===== src/fsum_pkg.sv =====
// ============================================================================
// fsum_pkg
// Shared constants and types of the four-sum search core.
// ============================================================================
`default_nettype none

package fsum_pkg;

   localparam int STORE_DEPTH_DEF = 64;
   localparam int VALUE_BITS_DEF  = 32;
   localparam int MAX_EMIT_DEF    = 64;

   localparam int TARGET_BITS = 32;
   localparam int OUT_BITS    = 32;
   localparam int SUM_BITS    = 34;

   localparam logic CMD_LOAD = 1'b0;
   localparam logic CMD_RUN  = 1'b1;

   typedef struct packed {
      logic lt;
      logic eq;
      logic gt;
   } fsum_cmp_type;

endpackage

`default_nettype wire


===== src/four_sum_two_pointer_search_core.sv =====
// ============================================================================
// four_sum_two_pointer_search_core
// Sorted store with insertion loads and a two-pointer four-sum search.
// ============================================================================
// A load beat inserts its value into the sorted store by shifting larger
// entries up one place per cycle; a load into an empty store is written
// directly, and one into a full store is dropped. A run beat walks two
// outer indices and two inner pointers over the store; every index or
// pointer step is a read of the store, then one pass through the shared
// subtract-and-compare unit, and the number of steps of a run grows with
// the cube of the element count. The store has a single write port and
// registered reads. The input is not ready while a load or a run is in
// progress, and the final result beat of a run is marked with tlast.
`default_nettype none

module four_sum_two_pointer_search_core
   import fsum_pkg::*;
#(
   parameter int STORE_DEPTH = STORE_DEPTH_DEF,
   parameter int VALUE_BITS  = VALUE_BITS_DEF,
   parameter int MAX_EMIT    = MAX_EMIT_DEF
) (
   input  wire logic                   clock,
   input  wire logic                   reset,
   input  wire logic                   req_tvalid,
   output logic                        req_tready,
   input  wire logic [31:0]            req_tdata,   // element_value
   input  wire logic [0:0]             req_tuser,   // command
   output logic                        rsp_tvalid,
   input  wire logic                   rsp_tready,
   output logic      [4*OUT_BITS-1:0]  rsp_tdata,   // first, second, third, fourth value
   output logic      [2:0]             rsp_tuser,   // found, truncated, load_overflowed
   output logic                        rsp_tlast,   // last_of_run
   input  wire logic                   csr_wr_en,
   input  wire logic [TARGET_BITS-1:0] csr_wr_data  // target_sum
);

   localparam int AW = $clog2(STORE_DEPTH);
   localparam int CW = $clog2(STORE_DEPTH + 1);
   localparam int EW = $clog2(MAX_EMIT + 1);

   typedef enum logic [13:0] {
      ST_IDLE    = 14'b00000000000001,
      ST_INS_CMP = 14'b00000000000010,
      ST_INS_PUT = 14'b00000000000100,
      ST_I_RD    = 14'b00000000001000,
      ST_I_CHK   = 14'b00000000010000,
      ST_J_RD    = 14'b00000000100000,
      ST_J_CHK   = 14'b00000001000000,
      ST_P_RD    = 14'b00000010000000,
      ST_P_CMP   = 14'b00000100000000,
      ST_LO_RD   = 14'b00001000000000,
      ST_LO_CHK  = 14'b00010000000000,
      ST_HI_RD   = 14'b00100000000000,
      ST_HI_CHK  = 14'b01000000000000,
      ST_DONE    = 14'b10000000000000
   } state_type;

   state_type                      state_ff, state_in;
   logic [CW-1:0]                  count_ff, count_in;
   logic                           ovf_ff, ovf_in;
   logic signed [TARGET_BITS-1:0]  target_ff, target_in;
   logic signed [VALUE_BITS-1:0]   val_ff, val_in;
   logic [CW-1:0]                  p_ff, p_in;
   logic [CW-1:0]                  i_ff, i_in;
   logic [CW-1:0]                  j_ff, j_in;
   logic [CW-1:0]                  lo_ff, lo_in;
   logic [CW-1:0]                  hi_ff, hi_in;
   logic [EW-1:0]                  emit_ff, emit_in;
   logic                           more_ff, more_in;
   logic signed [VALUE_BITS-1:0]   ai_ff, ai_in;
   logic signed [VALUE_BITS-1:0]   aj_ff, aj_in;
   logic signed [SUM_BITS-1:0]     tmi_ff, tmi_in;
   logic signed [SUM_BITS-1:0]     rest_ff, rest_in;
   logic                           pend_valid_ff, pend_valid_in;
   logic signed [VALUE_BITS-1:0]   pend_a_ff, pend_a_in;
   logic signed [VALUE_BITS-1:0]   pend_b_ff, pend_b_in;
   logic signed [VALUE_BITS-1:0]   pend_c_ff, pend_c_in;
   logic signed [VALUE_BITS-1:0]   pend_d_ff, pend_d_in;
   logic                           rsp_tvalid_ff, rsp_tvalid_in;
   logic [4*OUT_BITS-1:0]          rsp_tdata_ff, rsp_tdata_in;
   logic [2:0]                     rsp_tuser_ff, rsp_tuser_in;
   logic                           rsp_tlast_ff, rsp_tlast_in;

   logic                           rd_en;
   logic [AW-1:0]                  rd_addr_a;
   logic [AW-1:0]                  rd_addr_b;
   logic signed [VALUE_BITS-1:0]   rd_a;
   logic signed [VALUE_BITS-1:0]   rd_b;
   logic                           wr_en;
   logic [AW-1:0]                  wr_addr;
   logic signed [VALUE_BITS-1:0]   wr_data;

   logic signed [SUM_BITS-1:0]     au_x;
   logic signed [SUM_BITS-1:0]     au_y;
   logic signed [SUM_BITS-1:0]     au_z;
   logic signed [SUM_BITS-1:0]     au_diff;
   fsum_cmp_type                   au_cmp;

   logic                           out_free;
   logic                           push;
   logic                           push_found;
   logic                           push_last;
   logic                           push_trunc;
   logic signed [VALUE_BITS-1:0]   req_value;

   fsum_store #(
      .DEPTH (STORE_DEPTH),
      .WIDTH (VALUE_BITS)
   ) u_store (
      .clock     (clock),
      .rd_en     (rd_en),
      .rd_addr_a (rd_addr_a),
      .rd_addr_b (rd_addr_b),
      .rd_data_a (rd_a),
      .rd_data_b (rd_b),
      .wr_en     (wr_en),
      .wr_addr   (wr_addr),
      .wr_data   (wr_data)
   );

   fsum_alu u_alu (
      .au_x    (au_x),
      .au_y    (au_y),
      .au_z    (au_z),
      .au_diff (au_diff),
      .au_cmp  (au_cmp)
   );

   assign req_value  = req_tdata[VALUE_BITS-1:0];
   assign req_tready = (state_ff == ST_IDLE);
   assign out_free   = !rsp_tvalid_ff || rsp_tready;

   always_comb begin
      state_in      = state_ff;
      count_in      = count_ff;
      ovf_in        = ovf_ff;
      target_in     = csr_wr_en ? csr_wr_data : target_ff;
      val_in        = val_ff;
      p_in          = p_ff;
      i_in          = i_ff;
      j_in          = j_ff;
      lo_in         = lo_ff;
      hi_in         = hi_ff;
      emit_in       = emit_ff;
      more_in       = more_ff;
      ai_in         = ai_ff;
      aj_in         = aj_ff;
      tmi_in        = tmi_ff;
      rest_in       = rest_ff;
      pend_valid_in = pend_valid_ff;
      pend_a_in     = pend_a_ff;
      pend_b_in     = pend_b_ff;
      pend_c_in     = pend_c_ff;
      pend_d_in     = pend_d_ff;
      rd_en         = 1'b0;
      rd_addr_a     = '0;
      rd_addr_b     = '0;
      wr_en         = 1'b0;
      wr_addr       = '0;
      wr_data       = val_ff;
      au_x          = '0;
      au_y          = '0;
      au_z          = '0;
      push          = 1'b0;
      push_found    = 1'b0;
      push_last     = 1'b0;
      push_trunc    = 1'b0;

      unique case (state_ff)
         ST_IDLE: begin
            if (req_tvalid) begin
               if (req_tuser[0] == CMD_RUN) begin
                  i_in          = '0;
                  emit_in       = '0;
                  more_in       = 1'b0;
                  pend_valid_in = 1'b0;
                  state_in      = ST_I_RD;
               end else if (count_ff == CW'(STORE_DEPTH)) begin
                  ovf_in = 1'b1;
               end else if (count_ff == '0) begin
                  wr_en    = 1'b1;
                  wr_addr  = '0;
                  wr_data  = req_value;
                  count_in = count_ff + CW'(1);
               end else begin
                  val_in    = req_value;
                  p_in      = count_ff;
                  rd_en     = 1'b1;
                  rd_addr_a = AW'(count_ff - CW'(1));
                  state_in  = ST_INS_CMP;
               end
            end
         end
         ST_INS_CMP: begin
            au_x = SUM_BITS'(rd_a);
            au_z = SUM_BITS'(val_ff);
            if (au_cmp.gt) begin
               wr_en   = 1'b1;
               wr_addr = p_ff[AW-1:0];
               wr_data = rd_a;
               if (p_ff == CW'(1)) begin
                  p_in     = '0;
                  state_in = ST_INS_PUT;
               end else begin
                  rd_en     = 1'b1;
                  rd_addr_a = AW'(p_ff - CW'(2));
                  p_in      = p_ff - CW'(1);
               end
            end else begin
               wr_en    = 1'b1;
               wr_addr  = p_ff[AW-1:0];
               count_in = count_ff + CW'(1);
               state_in = ST_IDLE;
            end
         end
         ST_INS_PUT: begin
            wr_en    = 1'b1;
            wr_addr  = '0;
            count_in = count_ff + CW'(1);
            state_in = ST_IDLE;
         end
         ST_I_RD: begin
            if ({1'b0, i_ff} + (CW+1)'(3) < {1'b0, count_ff}) begin
               rd_en     = 1'b1;
               rd_addr_a = i_ff[AW-1:0];
               rd_addr_b = AW'(i_ff - CW'(1));
               state_in  = ST_I_CHK;
            end else begin
               state_in = ST_DONE;
            end
         end
         ST_I_CHK: begin
            au_x = SUM_BITS'(rd_a);
            au_z = SUM_BITS'(rd_b);
            if (i_ff != '0 && au_cmp.eq) begin
               i_in     = i_ff + CW'(1);
               state_in = ST_I_RD;
            end else begin
               ai_in    = rd_a;
               j_in     = i_ff + CW'(1);
               state_in = ST_J_RD;
            end
         end
         ST_J_RD: begin
            au_x   = SUM_BITS'(target_ff);
            au_y   = SUM_BITS'(ai_ff);
            tmi_in = au_diff;
            if ({1'b0, j_ff} + (CW+1)'(2) < {1'b0, count_ff}) begin
               rd_en     = 1'b1;
               rd_addr_a = j_ff[AW-1:0];
               rd_addr_b = AW'(j_ff - CW'(1));
               state_in  = ST_J_CHK;
            end else begin
               i_in     = i_ff + CW'(1);
               state_in = ST_I_RD;
            end
         end
         ST_J_CHK: begin
            au_x = SUM_BITS'(rd_a);
            au_z = SUM_BITS'(rd_b);
            if (j_ff != i_ff + CW'(1) && au_cmp.eq) begin
               j_in     = j_ff + CW'(1);
               state_in = ST_J_RD;
            end else begin
               aj_in    = rd_a;
               lo_in    = j_ff + CW'(1);
               hi_in    = count_ff - CW'(1);
               state_in = ST_P_RD;
            end
         end
         ST_P_RD: begin
            au_x    = tmi_ff;
            au_y    = SUM_BITS'(aj_ff);
            rest_in = au_diff;
            if (lo_ff < hi_ff) begin
               rd_en     = 1'b1;
               rd_addr_a = lo_ff[AW-1:0];
               rd_addr_b = hi_ff[AW-1:0];
               state_in  = ST_P_CMP;
            end else begin
               j_in     = j_ff + CW'(1);
               state_in = ST_J_RD;
            end
         end
         ST_P_CMP: begin
            au_x = rest_ff;
            au_y = SUM_BITS'(rd_a);
            au_z = SUM_BITS'(rd_b);
            if (au_cmp.gt) begin
               lo_in    = lo_ff + CW'(1);
               state_in = ST_P_RD;
            end else if (au_cmp.lt) begin
               hi_in    = hi_ff - CW'(1);
               state_in = ST_P_RD;
            end else if (emit_ff >= EW'(MAX_EMIT)) begin
               more_in  = 1'b1;
               state_in = ST_DONE;
            end else if (!pend_valid_ff || out_free) begin
               push          = pend_valid_ff;
               push_found    = 1'b1;
               pend_valid_in = 1'b1;
               pend_a_in     = ai_ff;
               pend_b_in     = aj_ff;
               pend_c_in     = rd_a;
               pend_d_in     = rd_b;
               emit_in       = emit_ff + EW'(1);
               lo_in         = lo_ff + CW'(1);
               state_in      = ST_LO_RD;
            end
         end
         ST_LO_RD: begin
            if (lo_ff < hi_ff) begin
               rd_en     = 1'b1;
               rd_addr_a = lo_ff[AW-1:0];
               rd_addr_b = AW'(lo_ff - CW'(1));
               state_in  = ST_LO_CHK;
            end else begin
               hi_in    = hi_ff - CW'(1);
               state_in = ST_HI_RD;
            end
         end
         ST_LO_CHK: begin
            au_x = SUM_BITS'(rd_a);
            au_z = SUM_BITS'(rd_b);
            if (au_cmp.eq) begin
               lo_in    = lo_ff + CW'(1);
               state_in = ST_LO_RD;
            end else begin
               hi_in    = hi_ff - CW'(1);
               state_in = ST_HI_RD;
            end
         end
         ST_HI_RD: begin
            if (lo_ff < hi_ff) begin
               rd_en     = 1'b1;
               rd_addr_a = hi_ff[AW-1:0];
               rd_addr_b = AW'(hi_ff + CW'(1));
               state_in  = ST_HI_CHK;
            end else begin
               state_in = ST_P_RD;
            end
         end
         ST_HI_CHK: begin
            au_x = SUM_BITS'(rd_a);
            au_z = SUM_BITS'(rd_b);
            if (au_cmp.eq) begin
               hi_in    = hi_ff - CW'(1);
               state_in = ST_HI_RD;
            end else begin
               state_in = ST_P_RD;
            end
         end
         ST_DONE: begin
            if (out_free) begin
               push          = 1'b1;
               push_found    = pend_valid_ff;
               push_last     = 1'b1;
               push_trunc    = more_ff;
               pend_valid_in = 1'b0;
               count_in      = '0;
               ovf_in        = 1'b0;
               state_in      = ST_IDLE;
            end
         end
         default: begin
            state_in = ST_IDLE;
         end
      endcase
   end

   always_comb begin
      rsp_tvalid_in = rsp_tvalid_ff;
      rsp_tdata_in  = rsp_tdata_ff;
      rsp_tuser_in  = rsp_tuser_ff;
      rsp_tlast_in  = rsp_tlast_ff;
      if (push) begin
         rsp_tvalid_in = 1'b1;
         rsp_tlast_in  = push_last;
         rsp_tuser_in  = {ovf_ff, push_trunc, push_found};
         if (push_found) begin
            rsp_tdata_in = {OUT_BITS'(pend_d_ff), OUT_BITS'(pend_c_ff),
                            OUT_BITS'(pend_b_ff), OUT_BITS'(pend_a_ff)};
         end else begin
            rsp_tdata_in = '0;
         end
      end else if (rsp_tready) begin
         rsp_tvalid_in = 1'b0;
      end
   end

   always_ff @(posedge clock) begin
      if (reset) begin
         state_ff      <= ST_IDLE;
         count_ff      <= '0;
         ovf_ff        <= 1'b0;
         target_ff     <= '0;
         emit_ff       <= '0;
         more_ff       <= 1'b0;
         pend_valid_ff <= 1'b0;
         rsp_tvalid_ff <= 1'b0;
      end else begin
         state_ff      <= state_in;
         count_ff      <= count_in;
         ovf_ff        <= ovf_in;
         target_ff     <= target_in;
         emit_ff       <= emit_in;
         more_ff       <= more_in;
         pend_valid_ff <= pend_valid_in;
         rsp_tvalid_ff <= rsp_tvalid_in;
      end
   end

   always_ff @(posedge clock) begin
      val_ff       <= val_in;
      p_ff         <= p_in;
      i_ff         <= i_in;
      j_ff         <= j_in;
      lo_ff        <= lo_in;
      hi_ff        <= hi_in;
      ai_ff        <= ai_in;
      aj_ff        <= aj_in;
      tmi_ff       <= tmi_in;
      rest_ff      <= rest_in;
      pend_a_ff    <= pend_a_in;
      pend_b_ff    <= pend_b_in;
      pend_c_ff    <= pend_c_in;
      pend_d_ff    <= pend_d_in;
      rsp_tdata_ff <= rsp_tdata_in;
      rsp_tuser_ff <= rsp_tuser_in;
      rsp_tlast_ff <= rsp_tlast_in;
   end

   assign rsp_tvalid = rsp_tvalid_ff;
   assign rsp_tdata  = rsp_tdata_ff;
   assign rsp_tuser  = rsp_tuser_ff;
   assign rsp_tlast  = rsp_tlast_ff;

   // A result beat is never loaded over one that has not yet been taken.
   a_no_overwrite : assert property (@(posedge clock) disable iff (reset)
      push |-> out_free)
      else $error("result beat overwritten before it was taken");

   // The element count never exceeds the store depth.
   a_count_bound : assert property (@(posedge clock) disable iff (reset)
      count_ff <= CW'(STORE_DEPTH))
      else $error("element count beyond store depth");

   // While a pair is compared, both pointers lie inside the loaded part.
   a_pointer_range : assert property (@(posedge clock) disable iff (reset)
      (state_ff == ST_P_CMP) |-> (lo_ff < hi_ff && hi_ff < count_ff))
      else $error("search pointers outside the loaded elements");

   // The final beat of a run leaves the store empty and the overflow flag clear.
   a_run_clears : assert property (@(posedge clock) disable iff (reset)
      (state_ff == ST_DONE && out_free) |=> (count_ff == '0 && !ovf_ff))
      else $error("store not cleared after a run");

endmodule

`default_nettype wire


===== src/fsum_store.sv =====
// ============================================================================
// fsum_store
// Sorted element store: one write port and two registered read ports.
// ============================================================================
`default_nettype none

module fsum_store #(
   parameter int DEPTH = 64,
   parameter int WIDTH = 32
) (
   input  wire logic                     clock,
   input  wire logic                     rd_en,
   input  wire logic [$clog2(DEPTH)-1:0] rd_addr_a,
   input  wire logic [$clog2(DEPTH)-1:0] rd_addr_b,
   output logic      [WIDTH-1:0]         rd_data_a,
   output logic      [WIDTH-1:0]         rd_data_b,
   input  wire logic                     wr_en,
   input  wire logic [$clog2(DEPTH)-1:0] wr_addr,
   input  wire logic [WIDTH-1:0]         wr_data
);

   logic [WIDTH-1:0] mem [DEPTH];

   always_ff @(posedge clock) begin
      if (wr_en) begin
         mem[wr_addr] <= wr_data;
      end
   end

   always_ff @(posedge clock) begin
      if (rd_en) begin
         rd_data_a <= mem[rd_addr_a];
         rd_data_b <= mem[rd_addr_b];
      end
   end

endmodule

`default_nettype wire


===== src/fsum_alu.sv =====
// ============================================================================
// fsum_alu
// Shared subtract-and-compare unit: forms x - y and compares it with z.
// ============================================================================
`default_nettype none

module fsum_alu
   import fsum_pkg::*;
(
   input  wire logic signed [SUM_BITS-1:0] au_x,
   input  wire logic signed [SUM_BITS-1:0] au_y,
   input  wire logic signed [SUM_BITS-1:0] au_z,
   output logic signed      [SUM_BITS-1:0] au_diff,
   output fsum_cmp_type                    au_cmp
);

   always_comb begin
      au_diff   = au_x - au_y;
      au_cmp.lt = au_diff < au_z;
      au_cmp.eq = au_diff == au_z;
      au_cmp.gt = au_diff > au_z;
   end

endmodule

`default_nettype wire

===== config.mk =====
export PLATFORM = sky130hd
export DESIGN_NAME = four_sum_two_pointer_search_core
export DESIGN_NICKNAME = d
export VERILOG_FILES = /design/src/fsum_pkg.sv /design/src/four_sum_two_pointer_search_core.sv /design/src/fsum_store.sv /design/src/fsum_alu.sv
export SDC_FILE = /design/constraint.sdc
export NUM_CORES = 2
export LEC_CHECK = 0
export BUFFER_PORTS_ARGS = -buffer_cell sky130_fd_sc_hd__buf_4
export CORE_AREA = 2 2 403 565
export DETAILED_ROUTE_END_ITERATION = 10
export DIE_AREA = 0 0 405 567
export MAX_ROUTING_LAYER = met4
export PLACE_DENSITY = 0.74
export SETUP_SLACK_MARGIN = 0.4
export SYNTH_ARGS = -nofsm -noshare
export SYNTH_HDL_FRONTEND = slang
export SYNTH_SLANG_ARGS = --single-unit

===== constraint.sdc =====
create_clock -name clock -period 13.7 [get_ports clock]
set_input_delay 2.055 -clock clock [delete_from_list [all_inputs] [get_ports clock]]
set_output_delay 2.055 -clock clock [all_outputs]
set_load 0.01 [all_outputs]

==> results.py <==
metrics = {
    "clock_tree": {
        "cts_tree": "built",
        "cts_buffers": 238,
        "cts_buffer_depth": 4,
        "clock_latency_ns": 0.93,
        "path_clk_slew_ns": 0.07,
        "cts_setup_buffers": 0,
        "numClockSinks": 2635,
        "cts_root_buf": "clkbuf_16",
        "htree_levels": 4,
        "postCtsHoldBufs": 0,
        "post_cts_resized": 0,
    },
    "route": {
        "met2_length_um": 190000,
        "vias": 90300,
        "drtPass1Iterations": 11,
        "routed_wl_um": 433000,
        "post_drt_wl_per_cell_um": 34.6,
        "dr_wl_met3_um": 69000,
        "m1WireLength_um": 132000,
        "avgViaCountPerCell": 7.22,
        "drt_iter0_markers": 16500,
        "route.detailed.drc": 1,
        "top_layer_used": "met4",
        "ant_nets": 0,
    },
    "layout": {
        "nets": 9448,
        "fin_util_pct": 60.8,
        "multiInputGateArea_sq_um": 42200,
        "area_growth_pct": 11.0,
        "drive_above_1_share_pct": 15.4,
        "final_common_cell": "edfxtp_1",
        "n_fill_cell": 16300,
        "finish.instance_area_sq_um": 137000,
        "final_cell_mix": "edfxtp_1 (2571), nand2_1 (2290), mux4_2 (496), buf_4 (411), and3_1 (404)",
        "seqCellArea_sq_um": 78500,
    },
    "yosys": {
        "syn-cell-area_sq_um": 123000,
        "syn_nets": 9477,
        "ys_seq_area_share_pct": 63.8,
        "synth-edff-count": 2571,
        "syn-mean-instance-area_sq_um": 13.2,
        "yosys_warnings": 0,
        "yosysUniqueCellTypes": 90,
        "synth_flop_cell": "edfxtp_1",
        "synth_seq_cells": 2635,
        "async_flop_share_pct": 0,
        "netlist_instances": 9302,
    },
    "pwr": {
        "leakagePower_uw": 0.0472,
        "report.power.total_uw": 22400,
        "power_density_nw_per_um2": 164,
        "vdd_drop_max_uv": 172,
    },
    "floorplanning": {
        "die-area_sq_um": 230000,
        "ioPinCount": 204,
        "die_x_um": 405,
        "start_util_pct": 54.8,
        "rows": 206,
        "core_area_sq_um": 224000,
        "dieHeight_um": 567,
    },
    "setup_path": {
        "r2r_start": "state_ff[0]",
        "r2r_cells": 34,
        "r2r_end": "u_store.rd_data_a[9]",
        "slowest_stage": "nor3_2",
        "worst-path-max-fanout": 37,
        "start_kind": "register",
        "rrSetupSlack_ns": 1.27,
        "slowest_delay_ns": 1.12,
        "critPathMostFrequentCell": "a21oi_1",
        "arrival_ns": 13.20,
        "criticalPathCategory": "register to register",
        "required_ns": 14.46,
        "cp-end-kind": "register",
    },
    "timing": {
        "layout_min_cycle_time_ns": 12.43,
        "min_period_over_period_pct": 90.7,
        "holdWs_ns": 0.453,
        "max_freq_mhz": 80.4,
        "finalMaxSlewViolations": 17,
        "skew_ns": 0.0664,
        "tns_ns": 0,
        "rsz0062_at_grt": "false",
        "hold_violations": 0,
        "finalSetupViolCount": 0,
        "worst_pin_slew_ns": 1.64,
        "maxSlewHeadroom_pct": -9.51,
    },
    "flow_run": {
        "maxCapViolations": 1,
    },
    "placement": {
        "portBuffers": 203,
        "finalWeightedCongestion": 0.984,
        "placed_cell_area_sq_um": 129000,
        "hpwl_um": 244000,
    },
    "worst_hold_path": {
        "holdPathEnd": "pend_a_ff[24]",
        "holdPathStages": 0,
        "hold_class": "register to register",
        "min-delay-start": "ai_ff[24]",
    },
    "global_routing": {
        "grt_max_degree": 209,
        "grt-ovfl-total": 0,
        "grt_pass1_vias": 85400,
        "grt_use_total_pct": 38.0,
        "antenna_found_initial": 19,
        "grt_pass1_wl_um": 606000,
    },
    "outcome": {
        "status": "finished with violations",
        "violations": "DRC, capacitance limit, slew limit",
    },
}
[worst max-delay path, delay by kind of cell, from the launching register on]
kind / cells / cell delay (ns)
compound gates: 20 / 5.98
fa+ha+maj: 2 / 0.67
buf+inv: 2 / 1.38
flops: 1 / 0.40
simple gates: 10 / 3.74
[flip-flops by register name (all words and copies together) (netlist names), 14 cells and up]
name / count
target_ff: 32
aj_ff: 32
pend_b_ff: 32
pend_d_ff: 32
pend_a_ff: 32
pend_c_ff: 32
rest_ff: 34
u_store.rd_data_b: 32
state_ff: 14
ai_ff: 32
u_store.mem: 2048
val_ff: 32
rsp_tdata: 128
tmi_ff: 34
u_store.rd_data_a: 32
[synth_stat cells (all sizes together) (53+ instances only)]
cell type  instances  share of area [%]
dfxtp             64                1.0
buf              150               0.69
a21oi            128               0.52
xnor2             68               0.48
nand3            329                1.3
clkbuf           570                1.7
nand4             56               0.30
ha               104                1.1
a222oi            64               0.52
a22o              61               0.43
edfxtp          2571                 63
a31oi            294                1.5
nor2             212               0.65
mux2i             88               0.72
a22oi            215                1.3
and2             140               0.71
nand2           2302                7.0
a311oi           248                1.8
and3             405                2.1
a211oi           202                1.2
o21ai             53               0.22
mux4             496                9.1
inv               58               0.18
[metrics by stage]
stage | cells | setup slack, ns
global route | 12500 | 1.00
detailed placement | 12000 | 1.64
CTS | 12500 | 1.61
global placement | 12000 | 1.94
floorplan | 9302 | 1.72
finish | 12500 | 1.27
[per-layer routing]
layer | track usage (%) | vias up
li1 | - | 36000
met1 | 44.1 | 43800
met2 | 54.8 | 8278
met3 | 12.3 | 2241
met4 | 29.4 | 0
met5 | - | -
[power breakdown]
part / total (uW) / internal, uW / switching (uW)
sequential: 10000 / 9860 / 177
combinational: 5390 / 1810 / 3580
clock: 6960 / 3900 / 3060
[worst max-delay path by stage]
| stage | startpoint | endpoint | slack, ns |
|---|---|---|---|
| after floorplan | state_ff[9] | rsp_tdata[0] | 1.72 |
| after global placement | state_ff[0] | u_store.rd_data_a[13] | 1.94 |
| after detailed placement | state_ff[0] | u_store.rd_data_a[24] | 1.64 |
| after CTS | state_ff[0] | u_store.rd_data_a[24] | 1.61 |
| after global routing | state_ff[0] | u_store.rd_data_a[24] | 1.00 |
| final | state_ff[0] | u_store.rd_data_a[9] | 1.27 |
[logic make-up after synthesis]
| group | share of synthesized area, % |
|---|---|
| AOI/OAI and AO/OA | 8.97 |
| xor gates and xnor gates | 0.730 |
| adders and majority gates | 1.07 |
| buffers and inverters | 2.61 |
| DFF | 63.8 |
| muxes | 9.84 |
| and+or+nand+nor | 13.0 |
[area by class of cell]
| class | instances | share of cell area [%] |
|---|---|---|
| Sequential cell | 2635 | 57.5 |
| Clock buffer | 273 | 4.49 |
| Antenna cell | 23 | 0.0421 |
| Tap cell | 3016 | 2.76 |
| Multi-Input combinational cell | 5887 | 30.9 |
| Clock inverter | 161 | 1.33 |
| Timing Repair Buffer | 451 | 2.85 |
| Inverter | 60 | 0.166 |
(Power assumes the default switching activity.)
